==> src/sv/cdz_pkg.sv <==
// ----------------------------------------------------------------------------
// cdz_pkg
// Shared widths and constants for the circular stick dead zone pipeline.
// ----------------------------------------------------------------------------
package cdz_pkg;

    // The square root resolves one result bit per stage.
    localparam int SQRT_STAGES = 16;
    // The divider resolves one quotient bit per stage.
    localparam int DIV_STAGES  = 16;

    localparam logic [15:0] Q15_MAX  = 16'd32767;
    localparam logic [15:0] Q15_ONE  = 16'd32768;

    typedef logic [15:0] t_mag;
    typedef logic [14:0] t_dz;

endpackage

==> src/sv/cdz_div.sv <==
// ----------------------------------------------------------------------------
// cdz_div
// Pipelined divider giving floor(num * 32768 / den) for quotients below 65536.
// ----------------------------------------------------------------------------
module cdz_div
    import cdz_pkg::*;
(
    input  logic        i_clk,
    input  logic        i_en,
    input  logic [31:0] i_num,
    input  logic [30:0] i_den,
    output logic [15:0] o_quo
);

    logic [31:0] r_rem [0:DIV_STAGES-1];
    logic [30:0] r_den [0:DIV_STAGES-1];
    logic [15:0] r_quo [0:DIV_STAGES-1];

    genvar g;
    generate
        for (g = 0; g < DIV_STAGES; g++) begin : g_stage
            logic [31:0] w_rem;
            logic [30:0] w_den;
            logic [15:0] w_quo;
            logic [31:0] n_rem;
            logic        n_bit;

            if (g == 0) begin : g_first
                assign w_rem = i_num;
                assign w_den = i_den;
                assign w_quo = '0;
            end else begin : g_next
                // The remainder stays below the divisor, so the shift fits.
                assign w_rem = {r_rem[g-1][30:0], 1'b0};
                assign w_den = r_den[g-1];
                assign w_quo = r_quo[g-1];
            end

            // Compare and subtract for one quotient bit.
            always_comb begin
                n_bit = (w_rem >= {1'b0, w_den});
                n_rem = n_bit ? (w_rem - {1'b0, w_den}) : w_rem;
            end

            always_ff @(posedge i_clk) begin
                if (i_en) begin
                    r_rem[g] <= n_rem;
                    r_den[g] <= w_den;
                    r_quo[g] <= {w_quo[14:0], n_bit};
                end
            end
        end
    endgenerate

    assign o_quo = r_quo[DIV_STAGES-1];

endmodule
==> config.mk <==
export PLATFORM = sky130hd
export DESIGN_NAME = cdz_div
export DESIGN_NICKNAME = d
export VERILOG_FILES = /design/src/sv/cdz_pkg.sv /design/src/sv/cdz_div.sv
export SDC_FILE = /design/constraint.sdc
export NUM_CORES = 2
export LEC_CHECK = 0
export BUFFER_PORTS_ARGS = -buffer_cell sky130_fd_sc_hd__buf_2
export CAP_MARGIN = 20
export CORE_MARGIN = 5
export CORE_UTILIZATION = 55
export CTS_CLUSTER_DIAMETER = 200
export DETAILED_ROUTE_END_ITERATION = 8
export PLACE_DENSITY_LB_ADDON = 0.12
export SETUP_SLACK_MARGIN = 0.2
export SLEW_MARGIN = 20
export SYNTH_ARGS = -nofsm -noshare
export SYNTH_HDL_FRONTEND = slang
export SYNTH_SLANG_ARGS = --single-unit
==> constraint.sdc <==
create_clock -name i_clk -period 8.3 [get_ports i_clk]
set_clock_uncertainty 0.05 [all_clocks]
set_input_delay 0.415 -clock i_clk [delete_from_list [all_inputs] [get_ports i_clk]]
set_output_delay 0.415 -clock i_clk [all_outputs]
set_load 0.05 [all_outputs]
**Yosys cells after proc, flatten, opt, wreduce, memory -nomap -nowiden**

Memories as Yosys holds them, arrays and structs flattened.
Index checks and enable logic that the tools add are counted.

- Register bits: 0
- RAM bits: 1264
- Bits of input ports: 65
- Output and inout bits: 16
- Logic and storage cells: 53
- Memories: 3

- Add/sub/neg operators: 16
- $lt $le $gt $ge: 16
- Mux-type cells: 18

Memory list:

| name | words | width | rd ports | clocked after Yosys merged registers in | wr ports | line | text |
|---|---|---|---|---|---|---|---|
| r_rem | 16 | 32 | 15 | 0 | 16 | cdz_div.sv:15 | `logic [31:0] r_rem [0:DIV_STAGES-1];` |
| r_den | 16 | 31 | 15 | 0 | 16 | cdz_div.sv:16 | `logic [30:0] r_den [0:DIV_STAGES-1];` |
| r_quo | 16 | 16 | 16 | 0 | 16 | cdz_div.sv:17 | `logic [15:0] r_quo [0:DIV_STAGES-1];` |

Operators by type and width:

| kind | count |
|---|---|
| $ge 32x31->1 | 16 |
| $mux 32 | 16 |
| $sub 32x31->32 | 16 |
| $mux 1 | 2 |

**Depth between registers and ports, before layout**

An unclocked memory read counts as a cell.

- Word-level depth: 3
- Gate-level depth with buffers: 15
- Mapped depth without buffers: 12

**Worst setup path before layout**

Ideal clock, no wire load.

- Path kind: reg2reg
- From: mem r_rem[1][0], in the netlist r_rem[0][32]
- To: mem r_rem[2][1], in the netlist r_rem[0][65], data pin
- Setup time: 0.260 ns
- Data arrival time: 3.075 ns
- Required time: 7.990 ns
- Path slack: 4.915 ns
- Stages on the path, launching flop included: 11
- Path buffers: 1
- Period minus slack after synthesis: 3.385 ns
- Cell sequence: edfxtp_1 > fa_1 > a211oi_1 > o21ai_0 > a2111oi_0 > nor2_1 > o211ai_1 > a31oi_1 > o32ai_1 > buf_2 > mux2_2

RTL lines:

| what | line |
|---|---|
| from (decl) | cdz_div.sv:15 |

==> impl_results.md <==
* Hold Crit Start: i_num[30]
* Ys async rst share at 0%
* Crit path DAT at 5.41 ns
* CTS tree: built
* Finished Layout Cells at 7,810
* Final nets at 6,757
* Via density at 5.75
* Max clock buf depth at 3
* DRC viols at 0
* DIE HEIGHT at 351 microns
* Final hold vios at 0
* Critical Path End Type: register
* Skew-Pair Late Insertion Delay at 0.72 ns
* Placed insts at 7,527
* Synth top area cells: edfxtp_1, ha_1, a21oi_1
* Status: finished clean
* H-tree depth at 3
* Die Width at 351 microns
* Overall overflow remaining after global route at 0
* Area growth from synthesis to layout at 10.2%
* Hold bufs inserted after CTS at 60
* Vias at 44,900
* Critical Path RT at 8.71 ns
* Slew Limit Fails at 0
* Final wirelength at 139 mm
* Dpl ws at 3.34 ns
* Worst setup SP type: register
* Worst slew margin at 20.5%
* Final setup violation count at 0
* Cts bufs inserted at 117
* First-pass GRT wire length at 223 mm
* HPWL Detailed at 106 mm
* Ports at 81
* Power Total at 27.3 mW
* Post-Synthesis Cells at 6,062
* Commonest cells in the netlist: edfxtp_1, inv_1, a21oi_1, ha_1, nand2_1
* Multi-input logic area at 28,900 sq um
* Main synth FF type: edfxtp_1
* Initial DRC Count at 2,040
* PwrDens at 387 nW/um^2
* IO Port Bufs at 80
* GRT Overall Usage at 22.3%
* Final ANT Viol Nets at 0
* Critical path class: register to register
* Worst Tran Pin Value at 1.16 ns
* Die ar. at 123,000 sq um
* Setup bufs post-CTS at 0
* # clock sinks at 1,066
* Max-cap violations at 0
* Min Tclk post-route at 4.99 ns
* Synth Net Count at 6,637
* Largest net degree at the start of global routing at 172
* Starting Density at 55.2%
* Final Util at 60.8%
* Clk root buf: clkbuf_16
* Final instance area at 70,400 sq um
* Layout cells sized above 1 at 7.05%
* Number of enable flip-flop cells after synthesis at 1,066
* Leakage at 29.4 nW
* RePlAce Congestion at 0.978
* Pre-antenna DRT Iters at 5
* Post-Syn Area at 63,900 sq um
* Clock transition at the registers of the reported paths at 0.06 ns
* Worst Hold Endpoint: r_rem[0][30]$_DFFE_PP_
* Core Box Area at 116,000 sq um
* Yosys top cell area share at 50.1%
* Final WS setup at 3.31 ns
* DR WL/cell at 17.8 microns
* Post-synth top area cell: edfxtp_1
* R2r setup slk at 3.31 ns
* Synthesis Warnings at 0
* Fill cell count at 9,484
* Initial antenna violation count at 0
* Inserted Diodes at 0
* #FFs+latches synth at 1,066
* Worst r2r dst: r_rem[0][97]$_DFFE_PP_
* Top-count cell post-synth: edfxtp_1
* R2R depth at 9
* Number of global-route vias before repair at 46,300
* Worst Hold Class: input pin to register
* Register area at 32,000 sq um
* Setup TNS at 0 ns
* Yosys cell types at 90
* WHS at 0.0856 ns
* Max rail drop VDD at 0.244 mV
* Sequential area share after synthesis at 50.1%
* Worst Hold Depth at 2
* Unrepaired setup endpoints after global routing: no
* Max Freq at 200 MHz
* Reg2reg start: r_rem[0][64]$_SDFFCE_PN0P_
* Post_cts resized at 0
* Period utilisation layout at 60.2%
* Mean Syn Cell Area at 10.5 sq um
* DP Area at 65,900 sq um
* Cell Rows at 125
* CP max FO at 62
worst max path at each step:
stage                               startpoint                endpoint  slack [ns]  depth (start not counted)
floorplan           r_rem[0][32]$_SDFFCE_PN0P_  r_rem[0][65]$_DFFE_PP_        4.92                         10
global placement    r_rem[0][64]$_SDFFCE_PN0P_  r_rem[0][97]$_DFFE_PP_        3.36                          9
detailed placement  r_rem[0][64]$_SDFFCE_PN0P_  r_rem[0][97]$_DFFE_PP_        3.34                          9
CTS                 r_rem[0][64]$_SDFFCE_PN0P_  r_rem[0][97]$_DFFE_PP_        3.31                          9
global route        r_rem[0][64]$_SDFFCE_PN0P_  r_rem[0][97]$_DFFE_PP_        3.10                          9
finish              r_rem[0][64]$_SDFFCE_PN0P_  r_rem[0][97]$_DFFE_PP_        3.31                          9
report_power, final:
part | total [mW] | internal [mW] | switching, mW
Sequential | 8.87 | 8.13 | 0.738
Clock | 5.24 | 3.10 | 2.15
Combinational | 13.1 | 5.36 | 7.78
per-layer routing:
| metal | part of all wire, % | global-route usage, % | wire [microns] | vias to the layer above |
|---|---|---|---|---|
| li1 | - | - | - | 22400 |
| met1 | 34 | 19.9 | 47400 | 21100 |
| met2 | 56 | 46.1 | 77800 | 973 |
| met3 | 2.9 | 2.76 | 4060 | 474 |
| met4 | 7.0 | 14.1 | 9740 | 0 |
| met5 | 0 | 0 | 0 | - |
layout make-up:
cell class	instances	share of cell area, %
flip-flops and latches	1066	45.5
clock buffers	138	4.27
multi-input cells	4183	41.0
repair buffers	173	1.86
well taps	1524	2.71
clock inverters	85	1.32
inverters	641	3.42
kinds of logic after synthesis:
family | after synthesis | share of synthesized area (%)
buffers and inverters | 813 | 4.85
AND/OR/NAND/NOR | 1426 | 10.4
flip-flops | 1066 | 50.1
XOR/XNOR | 362 | 4.96
AO/OA/AOI/OAI | 1778 | 17.5
multiplexers | 107 | 2.01
adder cells (fa/ha/maj) | 510 | 10.2
critical path, stage by stage, from the launching register on:
cell and delay (ns):
edfxtp_1 0.44, fa_1 0.50, a21oi_1 0.22, o21ai_0 0.16, a2111oi_0 1.04, o21ai_0 0.15, a21boi_0 0.59, o2111a_1 0.36
or2_2 0.77, mux2_2 0.41
cell usage in the layout, fill, tap and decap left out, types with 148 or more instances in the layout:
cell type | synthesis | routed
nor2_1 | 425 | 425
a21o_1 | 246 | 246
inv_1 | 638 | 638
xnor2_1 | 214 | 214
xor2_1 | 148 | 148
ha_1 | 495 | 495
nand2_1 | 455 | 455
a21oi_1 | 588 | 586
edfxtp_1 | 1066 | 1066
o21ai_0 | 379 | 378
sequential cells by signal, indices dropped and copies added (netlist names):
register / cells
r_quo: 136
r_rem: 465
r_den: 465
Power figures use the tool's default switching activity.
