`src/sv/cdz_pkg.sv`:
```
// ----------------------------------------------------------------------------
// cdz_pkg
// Shared widths and constants for the circular stick dead zone pipeline.
// ----------------------------------------------------------------------------
package cdz_pkg;

    // The square root resolves one result bit per stage.
    localparam int SQRT_STAGES = 16;
    // The divider resolves one quotient bit per stage.
    localparam int DIV_STAGES  = 16;

    localparam logic [15:0] Q15_MAX  = 16'd32767;
    localparam logic [15:0] Q15_ONE  = 16'd32768;

    typedef logic [15:0] t_mag;
    typedef logic [14:0] t_dz;

endpackage

```
`src/sv/cdz_sqrt.sv`:
```
// ----------------------------------------------------------------------------
// cdz_sqrt
// Pipelined floor square root of a 32-bit value, one result bit per stage.
// ----------------------------------------------------------------------------
module cdz_sqrt
    import cdz_pkg::*;
(
    input  logic        i_clk,
    input  logic        i_en,
    input  logic [31:0] i_radicand,
    output t_mag        o_root
);

    logic [31:0] r_v   [0:SQRT_STAGES-1];
    logic [31:0] r_res [0:SQRT_STAGES-1];

    genvar g;
    generate
        for (g = 0; g < SQRT_STAGES; g++) begin : g_stage
            localparam logic [31:0] BIT = 32'd1 << (30 - 2 * g);
            logic [31:0] w_v;
            logic [31:0] w_res;
            logic [31:0] n_v;
            logic [31:0] n_res;

            if (g == 0) begin : g_first
                assign w_v   = i_radicand;
                assign w_res = '0;
            end else begin : g_next
                assign w_v   = r_v[g-1];
                assign w_res = r_res[g-1];
            end

            // One restoring step: try to subtract the trial value.
            always_comb begin
                if (w_v >= w_res + BIT) begin
                    n_v   = w_v - (w_res + BIT);
                    n_res = (w_res >> 1) + BIT;
                end else begin
                    n_v   = w_v;
                    n_res = w_res >> 1;
                end
            end

            always_ff @(posedge i_clk) begin
                if (i_en) begin
                    r_v[g]   <= n_v;
                    r_res[g] <= n_res;
                end
            end
        end
    endgenerate

    assign o_root = r_res[SQRT_STAGES-1][15:0];

endmodule

```
`config.mk`:
```
export PLATFORM = sky130hd
export DESIGN_NAME = cdz_sqrt
export DESIGN_NICKNAME = d
export VERILOG_FILES = /design/src/sv/cdz_pkg.sv /design/src/sv/cdz_sqrt.sv
export SDC_FILE = /design/constraint.sdc
export NUM_CORES = 1
export LEC_CHECK = 0
export CAP_MARGIN = 20
export CORE_AREA = 2 2 227 229
export CTS_CLUSTER_SIZE = 14
export DETAILED_ROUTE_END_ITERATION = 7
export DIE_AREA = 0 0 229 231
export DONT_BUFFER_PORTS = 1
export PLACE_DENSITY = 0.81
export SETUP_SLACK_MARGIN = 0.02
export SYNTH_ARGS = -nofsm -noshare
export SYNTH_HDL_FRONTEND = slang
export SYNTH_SLANG_ARGS = --single-unit
```
`constraint.sdc`:
```
create_clock -name i_clk -period 2.5 [get_ports i_clk]
set_input_delay 0.5 -clock i_clk [delete_from_list [all_inputs] [get_ports i_clk]]
set_output_delay 0.5 -clock i_clk [all_outputs]
set_load 0.05 [all_outputs]
```
; ---- Word level (Yosys, flattened, before mapping)
; Memories as Yosys holds them, arrays and structs flattened.
; Index checks and enable logic that the tools add are counted.
[word_totals]
out_inout_bits = 16
regBits = 0
mem_count = 2
input_bits = 34
ram_bits = 1024
[mem_list]
columns = name, words, width, read_ports, rd_clocked_by_memory_dff, write_ports, line_no
row1 = r_res, 16, 32, 16, 0, 16, cdz_sqrt.sv:15  ; logic [31:0] r_res [0:SQRT_STAGES-1];
row2 = r_v, 16, 32, 15, 0, 16, cdz_sqrt.sv:14  ; logic [31:0] r_v [0:SQRT_STAGES-1];
[classes]
n_addsub = 46
n_mux = 34
magnitude_cmp = 16
[ops]
columns = cell, count
row1 = $mux W32, 31
row2 = $ge A32 B32 Y1, 15
row3 = $sub A32 B32 Y32, 15
row4 = $add A31 B1 Y32 const B, 1
row5 = $add A31 B11 Y32 const B, 1
row6 = $add A31 B13 Y32 const B, 1
row7 = $add A31 B15 Y32 const B, 1
row8 = $add A31 B17 Y32 const B, 1
row9 = $add A31 B19 Y32 const B, 1
row10 = $add A31 B21 Y32 const B, 1
row11 = $add A31 B23 Y32 const B, 1
row12 = $add A31 B25 Y32 const B, 1
row13 = $add A31 B27 Y32 const B, 1
row14 = $add A31 B29 Y32 const B, 1
row15 = $add A31 B3 Y32 const B, 1
row16 = $add A31 B5 Y32 const B, 1
row17 = $add A31 B7 Y32 const B, 1
row18 = $add A31 B9 Y32 const B, 1
row19 = $add A32 B1 Y32 const B, 1
row20 = $add A32 B11 Y32 const B, 1
row21 = $add A32 B13 Y32 const B, 1
row22 = $add A32 B15 Y32 const B, 1
row23 = $add A32 B17 Y32 const B, 1
row24 = $add A32 B19 Y32 const B, 1
row25 = other kinds (13), 14

; ---- Depth between registers and ports, before layout
; Gate-level depths: netlist of the first run.
; An unclocked memory read counts as a cell.
[logic_depth]
ltp_word = 4
ltp_mapped = 11
ltp_nobuf = 10

; ---- Worst setup path after synthesis of the first run
; OpenSTA, ideal clock, no wires.
[synth_path]
path_type = register to register
from = memory r_v[9][12] (netlist: r_v[1][44])
to = memory r_v[10][24] (netlist: r_v[1][88]), data pin
setup_time_ns = 0.257
t_arrival_ns = 2.364
stages_incl_launch_ff = 10
setup_slack_ns = -0.121
period_less_slack_ns = 2.621
path_buffers = 1
required_ns = 2.243
path_cell_list = edfxtp_1 -> ha_1 -> nor2b_1 -> o31a_1 -> o21ai_0 -> a21oi_1 -> nor2_1 -> inv_1 -> clkbuf_1 -> a32o_1
[synth_rtl]
columns = element, line_no
row1 = from (decl), cdz_sqrt.sv:14

==> flow_summary.yaml, run 1 <==
sta:
  skew_ns: 0.03116
  timing.final.crit_share: 1.104
  min_period_ns: 2.759
  worst_slack_ns: -0.2593
  worst_slew_pin_slew_ns: 1.970
  timing.final.hold_violations: 0
  finalSetupViolations: 79
  grt_setup_unrepaired: "yes"
  hold_ws_ns: 0.1160
  relSlewSlack: -0.3131
  max_freq_mhz: 362.4
  slew_violations: 287
setup_path:
  crit_required_ns: 2.89
  crit_type: "register to register"
  cp_max_fo: 8
  cp.arrival_ns: 3.15
  start_kind: "register"
  cp-end-kind: "register"
yosys:
  syn-mean-instance-area_um2: 12.88
  syn_inst: 2259
  synth_flop_cell: "edfxtp_1"
  async_flop_share: 0
  syn_nets: 2443
  ys_ff_latch: 616
  synth_warnings: 0
  synth_edf_count: 616
  syn_area_mm2: 0.02910
  synth.distinct_cells: 73
  ys_seq_area_frac: 0.6357
global_routing:
  grt_start_max_net_pins: 617
  grt_overflow: 0
  grt_pass1_vias: 21180
  grt_usage: 0.2516
  grt_pass1_wl_um: 105000
  antenna_found_initial: 0
routing:
  drtPass1Iterations: 6
  finalWirelength_um: 72860
  dr_wl_met2_um: 41860
  ant_nets: 0
  vias: 20460
  top_layer_used: "met4"
  drt-met1-wl_um: 23260
  drt-vias-per-instance: 5.924
  wl_met3_um: 2757
  wl_per_cell_um: 21.10
  drc_errors: 0
  drt_iter0_drc: 1663
finish:
  fin_util: 0.7432
  final_nets: 2911
  synthToLayoutAreaGrowth_pct: 29.44
  fin_cells: 3453
  postLayoutCellArea_mm2: 0.03767
  antennaDiodeCount: 0
  drive_gt1_frac: 0.2914
  final_cell_mix: "edfxtp_1, buf_4, inv_1"
  mostFrequentLayoutCell: "edfxtp_1"
floorplan:
  io_pins: 50
  die_height_um: 231
  initial_core_util: 0.5742
  dieArea_mm2: 0.05290
  chipWidth_um: 229
  rows: 83
  core_area_mm2: 0.05068
place:
  dp.cells: 3218
  place.gp.congestion: 0.9668
  postPlaceCellArea_mm2: 0.03223
  dpl_worst_slack_ns: -0.4268
  port_buffers: 0
  hpwl_um: 42600
clock_tree:
  clock-root-buffer: "clkbuf_16"
  clockBufferDepth: 3
  clk_pin_slew_ns: 0.07
  cts_buffers: 60
  htreeDepth: 2
  clk_latency_ns: 0.67
  clock_sinks: 616
  cts_tree: "built"
power_and_ir_drop:
  vdd_drop_max_v: 0.0007516
  power_leakage_uw: 0.01439
  powerDensity_mw_per_mm2: 789.9
job:
  maxCapViolations: 0
status:
  status: "finished, violations left"
  failed_checks: "slew limit, setup timing"
worst_hold_path:
  hp-class: "input port to register"
[cells by family (layout without fill, tap and decap cells)]
logic type | count (synthesis) | count (layout) | synth area share
buf+inv | 219 | 733 | 0.02872
fa+ha+maj | 150 | 150 | 0.06450
xor+xnor | 195 | 195 | 0.05869
mux | 22 | 22 | 0.008299
flops | 616 | 616 | 0.6357
simple gates | 660 | 660 | 0.1212
compound gates | 397 | 397 | 0.08294
[power by group]
| part | internal (uW) | leakage [uW] | total (uW) | switching [uW] |
|---|---|---|---|---|
| logic | 3250 | 0.00754 | 6620 | 3360 |
| clock network | 5150 | 0.000947 | 9110 | 3960 |
| registers | 13000 | 0.00590 | 14000 | 1000 |
| total | 21400 | 0.0144 | 29800 | 8320 |
[path summary, 6_finish.rpt]
path / cells past startpoint / to / startpoint / slack, ns
setup / recovery: 10 / r_v[1][189]$_DFFE_PP_ / r_v[1][138]$_DFFE_PP_ / -0.26
hold / removal: 2 / r_v[0][31]$_DFFE_PP_ / i_radicand[31] / 0.12
setup reg to reg: 10 / r_v[1][189]$_DFFE_PP_ / r_v[1][138]$_DFFE_PP_ / -0.26
hold reg to reg: 0 / r_res[1][236]$_DFFE_PP_ / r_res[1][205]$_DFFE_PP_ / 0.45
[cell usage after synthesis, types with 6 or more instances]
cell type / n / area [um2]
a211oi_1: 9 / 67.56
a21boi_0: 8 / 60.06
a21o_1: 19 / 142.6
a21oi_1: 134 / 670.6
a31oi_1: 13 / 81.33
and2_1: 8 / 50.05
and3_1: 13 / 81.33
and4b_1: 7 / 70.07
clkbuf_1: 23 / 86.33
edfxtp_1: 616 / 18500
ha_1: 150 / 1877
inv_1: 187 / 701.9
mux2_2: 17 / 191.4
nand2_1: 135 / 506.7
nand2b_1: 34 / 212.7
nand3_1: 31 / 155.2
nand3b_1: 12 / 90.09
nand4_1: 46 / 287.8
nand4b_1: 6 / 52.55
nor2_1: 138 / 518.0
nor2b_1: 23 / 143.9
nor3_1: 62 / 310.3
nor3b_1: 7 / 52.55
nor4_1: 68 / 425.4
nor4b_1: 24 / 210.2
o211ai_1: 8 / 60.06
o21a_1: 23 / 172.7
o21ai_0: 100 / 500.5
o21ai_1: 13 / 65.06
o21bai_1: 6 / 45.04
o31ai_1: 16 / 120.1
o41ai_1: 7 / 61.31
or3_1: 17 / 106.4
or4_1: 11 / 82.58
xnor2_1: 105 / 919.6
xor2_1: 90 / 788.3
[routing by layer]
layer	vias up	GRT usage
met5	-	0
met4	0	0.1627
met3	315	0.03211
met2	736	0.5175
met1	9997	0.2247
li1	9408	-
[registers in the layout, summed over array words and instances (netlist names)]
signal / cells
r_res: 136
r_v: 480
[worst max-delay path: stages (launching register included)]
cell and delay [ns]:
edfxtp_1 0.44, ha_4 0.31, buf_6 0.09, nand4_1 0.17, nor3_2 0.25, nand4_1 0.21
a311oi_4 0.40, nor2_4 0.11, buf_12 0.17, nor4b_4 0.27, xor2_1 0.09
[area by class of cell]
class | count | area (um2)
Fill cell | 2855 | 13010
Clock inverter | 33 | 406.6
Clock buffer | 75 | 1558
Tap cell | 680 | 850.8
Inverter | 189 | 714.4
Timing Repair Buffer | 436 | 3647
Sequential cell | 616 | 18500
Multi-Input combinational cell | 1424 | 11990
[stage by stage]
step	setup TNS, ns	total power, uW
6_report	-6.851	29750
5_1_grt	-15.74	30790
4_1_cts	-4.860	28710
3_5_place_dp	-26.60	19260
3_3_place_gp	-19.17	18950
2_1_floorplan	-0.1034	17130
[timing repair]
action                     CTS  global route
buffers inserted            44            52
gates resized for setup    198           271
setup endpoints to repair  206           209
hold endpoints to repair    30             0
gates cloned                 2             4
pin swaps                   64           133
hold buffers                30             0
No activity file was read; power rests on OpenSTA's default activity.
==> run 2, diff against run 1 <==
--- a/config.mk
+++ b/config.mk
@@ -6,12 +6,12 @@
 export NUM_CORES = 1
 export LEC_CHECK = 0
 export CAP_MARGIN = 20
-export CORE_AREA = 2 2 227 229
+export CORE_AREA = 2 2 224 226
 export CTS_CLUSTER_SIZE = 14
 export DETAILED_ROUTE_END_ITERATION = 7
-export DIE_AREA = 0 0 229 231
+export DIE_AREA = 0 0 226 228
 export DONT_BUFFER_PORTS = 1
-export PLACE_DENSITY = 0.81
+export PLACE_DENSITY = 0.8
 export SETUP_SLACK_MARGIN = 0.02
 export SYNTH_ARGS = -nofsm -noshare
 export SYNTH_HDL_FRONTEND = slang
==> constraint.sdc (replaced) <==
create_clock -name i_clk -period 3.1 [get_ports i_clk]
set_input_delay 0.62 -clock i_clk [delete_from_list [all_inputs] [get_ports i_clk]]
set_output_delay 0.62 -clock i_clk [all_outputs]
set_load 0.05 [all_outputs]
==> flow_summary.yaml, run 2 (same netlist as run 1, synthesis figures left out) <==
finish:
  mostFrequentLayoutCell: "edfxtp_1"
  final_cell_mix: "edfxtp_1, inv_1, ha_1"
  fin_util: 0.6499
  antennaDiodeCount: 0
  largest_reg_flops: 480
  final_nets: 2525
  postLayoutCellArea_mm2: 0.03207
  synthToLayoutAreaGrowth_pct: 10.22
  largest_register: "r_v"
  reg.largest.list: "r_v x480, r_res x136"
  drive_gt1_frac: 0.07008
sta:
  slew_violations: 0
  finalSetupViolations: 0
  max_freq_mhz: 335.9
  timing.final.hold_violations: 0
  worst_slew_pin_slew_ns: 1.420
  grt_setup_unrepaired: "yes"
  relSlewSlack: 0.05319
  skew_ns: 0.03869
  timing.final.crit_share: 0.9602
  min_period_ns: 2.977
  tns_ns: 0
  worst_slack_ns: 0.1233
place:
  dpl_worst_slack_ns: -0.3306
  postPlaceCellArea_mm2: 0.03016
  port_buffers: 0
  place.gp.congestion: 0.9546
  hpwl_um: 39310
clock_tree:
  clk_pin_slew_ns: 0.06
  clock-root-buffer: "clkbuf_16"
  clockBufferDepth: 3
  clk_latency_ns: 0.63
  cts_buffers: 59
  cts_tree: "built"
  clock_sinks: 616
  htreeDepth: 2
setup_path:
  reg2reg_from: "r_v[1][139]$_DFFE_PP_"
  crit_required_ns: 3.43
  rr_worst_depth: 9
  cp.arrival_ns: 3.30
  cp_max_fo: 11
  cp-end-kind: "register"
  r2r_end: "r_v[1][189]$_DFFE_PP_"
  r2r_slack_ns: 0.12
  crit_type: "register to register"
  start_kind: "register"
routing:
  drt_iter0_drc: 1163
  ant_nets: 0
  wl_per_cell_um: 18.31
  drt-vias-per-instance: 5.848
  drtPass1Iterations: 5
  vias: 17870
  drc_errors: 0
  finalWirelength_um: 55940
global_routing:
  grt_pass1_wl_um: 90110
  grt_start_max_net_pins: 617
  grt_usage: 0.2197
  antenna_found_initial: 0
  grt_pass1_vias: 18570
  grt_overflow: 0
floorplan:
  rows: 82
  die_height_um: 228
  io_pins: 50
  initial_core_util: 0.5897
  core_area_mm2: 0.04935
  dieArea_mm2: 0.05153
  chipWidth_um: 226
power_and_ir_drop:
  powerDensity_mw_per_mm2: 670.1
  power_leakage_uw: 0.01202
  p_total_uw: 21490
  vdd_drop_max_v: 0.0005575
status:
  status: "finished, final reports clean"
worst_hold_path:
  holdPathStages: 0
  min_from: "i_radicand[24]"
  hp-class: "input port to register"
  min_to: "r_v[0][24]$_DFFE_PP_"
job:
  maxCapViolations: 0
run 2: report_power, final:
group | switching [uW] | internal (uW)
Clock | 2970 | 3770
Combinational | 1910 | 1600
Sequential | 747 | 10500
run 2: through the flow:
stage	cells	hold slack (ns)
final	3055	0.07639
after global routing	3055	0.04905
after CTS	3049	0.04694
after detailed placement	2946	0.4329
after global placement	2946	0.4269
after floorplan	2259	0.4169
run 2: worst max-delay path by stage:
stage | startpoint | endpoint | slack [ns]
2_1_floorplan | r_v[1][44]$_DFFE_PP_ | r_v[1][88]$_DFFE_PP_ | 0.48
3_3_place_gp | r_v[1][139]$_DFFE_PP_ | r_v[1][186]$_DFFE_PP_ | -0.30
3_5_place_dp | r_v[1][139]$_DFFE_PP_ | r_v[1][189]$_DFFE_PP_ | -0.33
4_1_cts | r_v[1][139]$_DFFE_PP_ | r_v[1][189]$_DFFE_PP_ | 0.02
5_1_grt | r_v[1][74]$_DFFE_PP_ | r_v[1][122]$_DFFE_PP_ | 0.004
6_report | r_v[1][139]$_DFFE_PP_ | r_v[1][189]$_DFFE_PP_ | 0.12
run 2: cell type report:
cell class | instances | area, um2
multi-input combinational | 1424 | 9834
clock buffer | 82 | 1563
inverter | 189 | 713.2
timing repair buffer | 50 | 385.4
timing repair inverter | 1 | 7.507
tap | 672 | 840.8
fill | 3412 | 17280
sequential | 616 | 18500
clock inverter | 21 | 232.7
run 2: per-layer routing:
layer	track usage	part of all wire	up-vias
met3	0.03143	0.035	175
met5	0	0	-
met4	0.1192	0.054	0
met2	0.4356	0.56	444
met1	0.2138	0.35	8606
li1	-	-	8642
run 2: worst max-delay path, cell delays in order (launching register included):
cell and delay (ns):
edfxtp_1 0.41, ha_1 0.43, nand4_1 0.22, nor3_4 0.29
buf_4 0.17, a221oi_2 0.08, a311oi_2 0.38, nor2_4 0.12
nor4b_1 0.45, xor2_1 0.13
run 2: timing repair:
action | CTS | global route
setup buffers | 0 | 4
pin swaps | 2 | 3
gates cloned | 0 | 1
hold buffers | 0 | 0
gates resized for setup | 6 | 8
setup endpoints to repair | 31 | 45
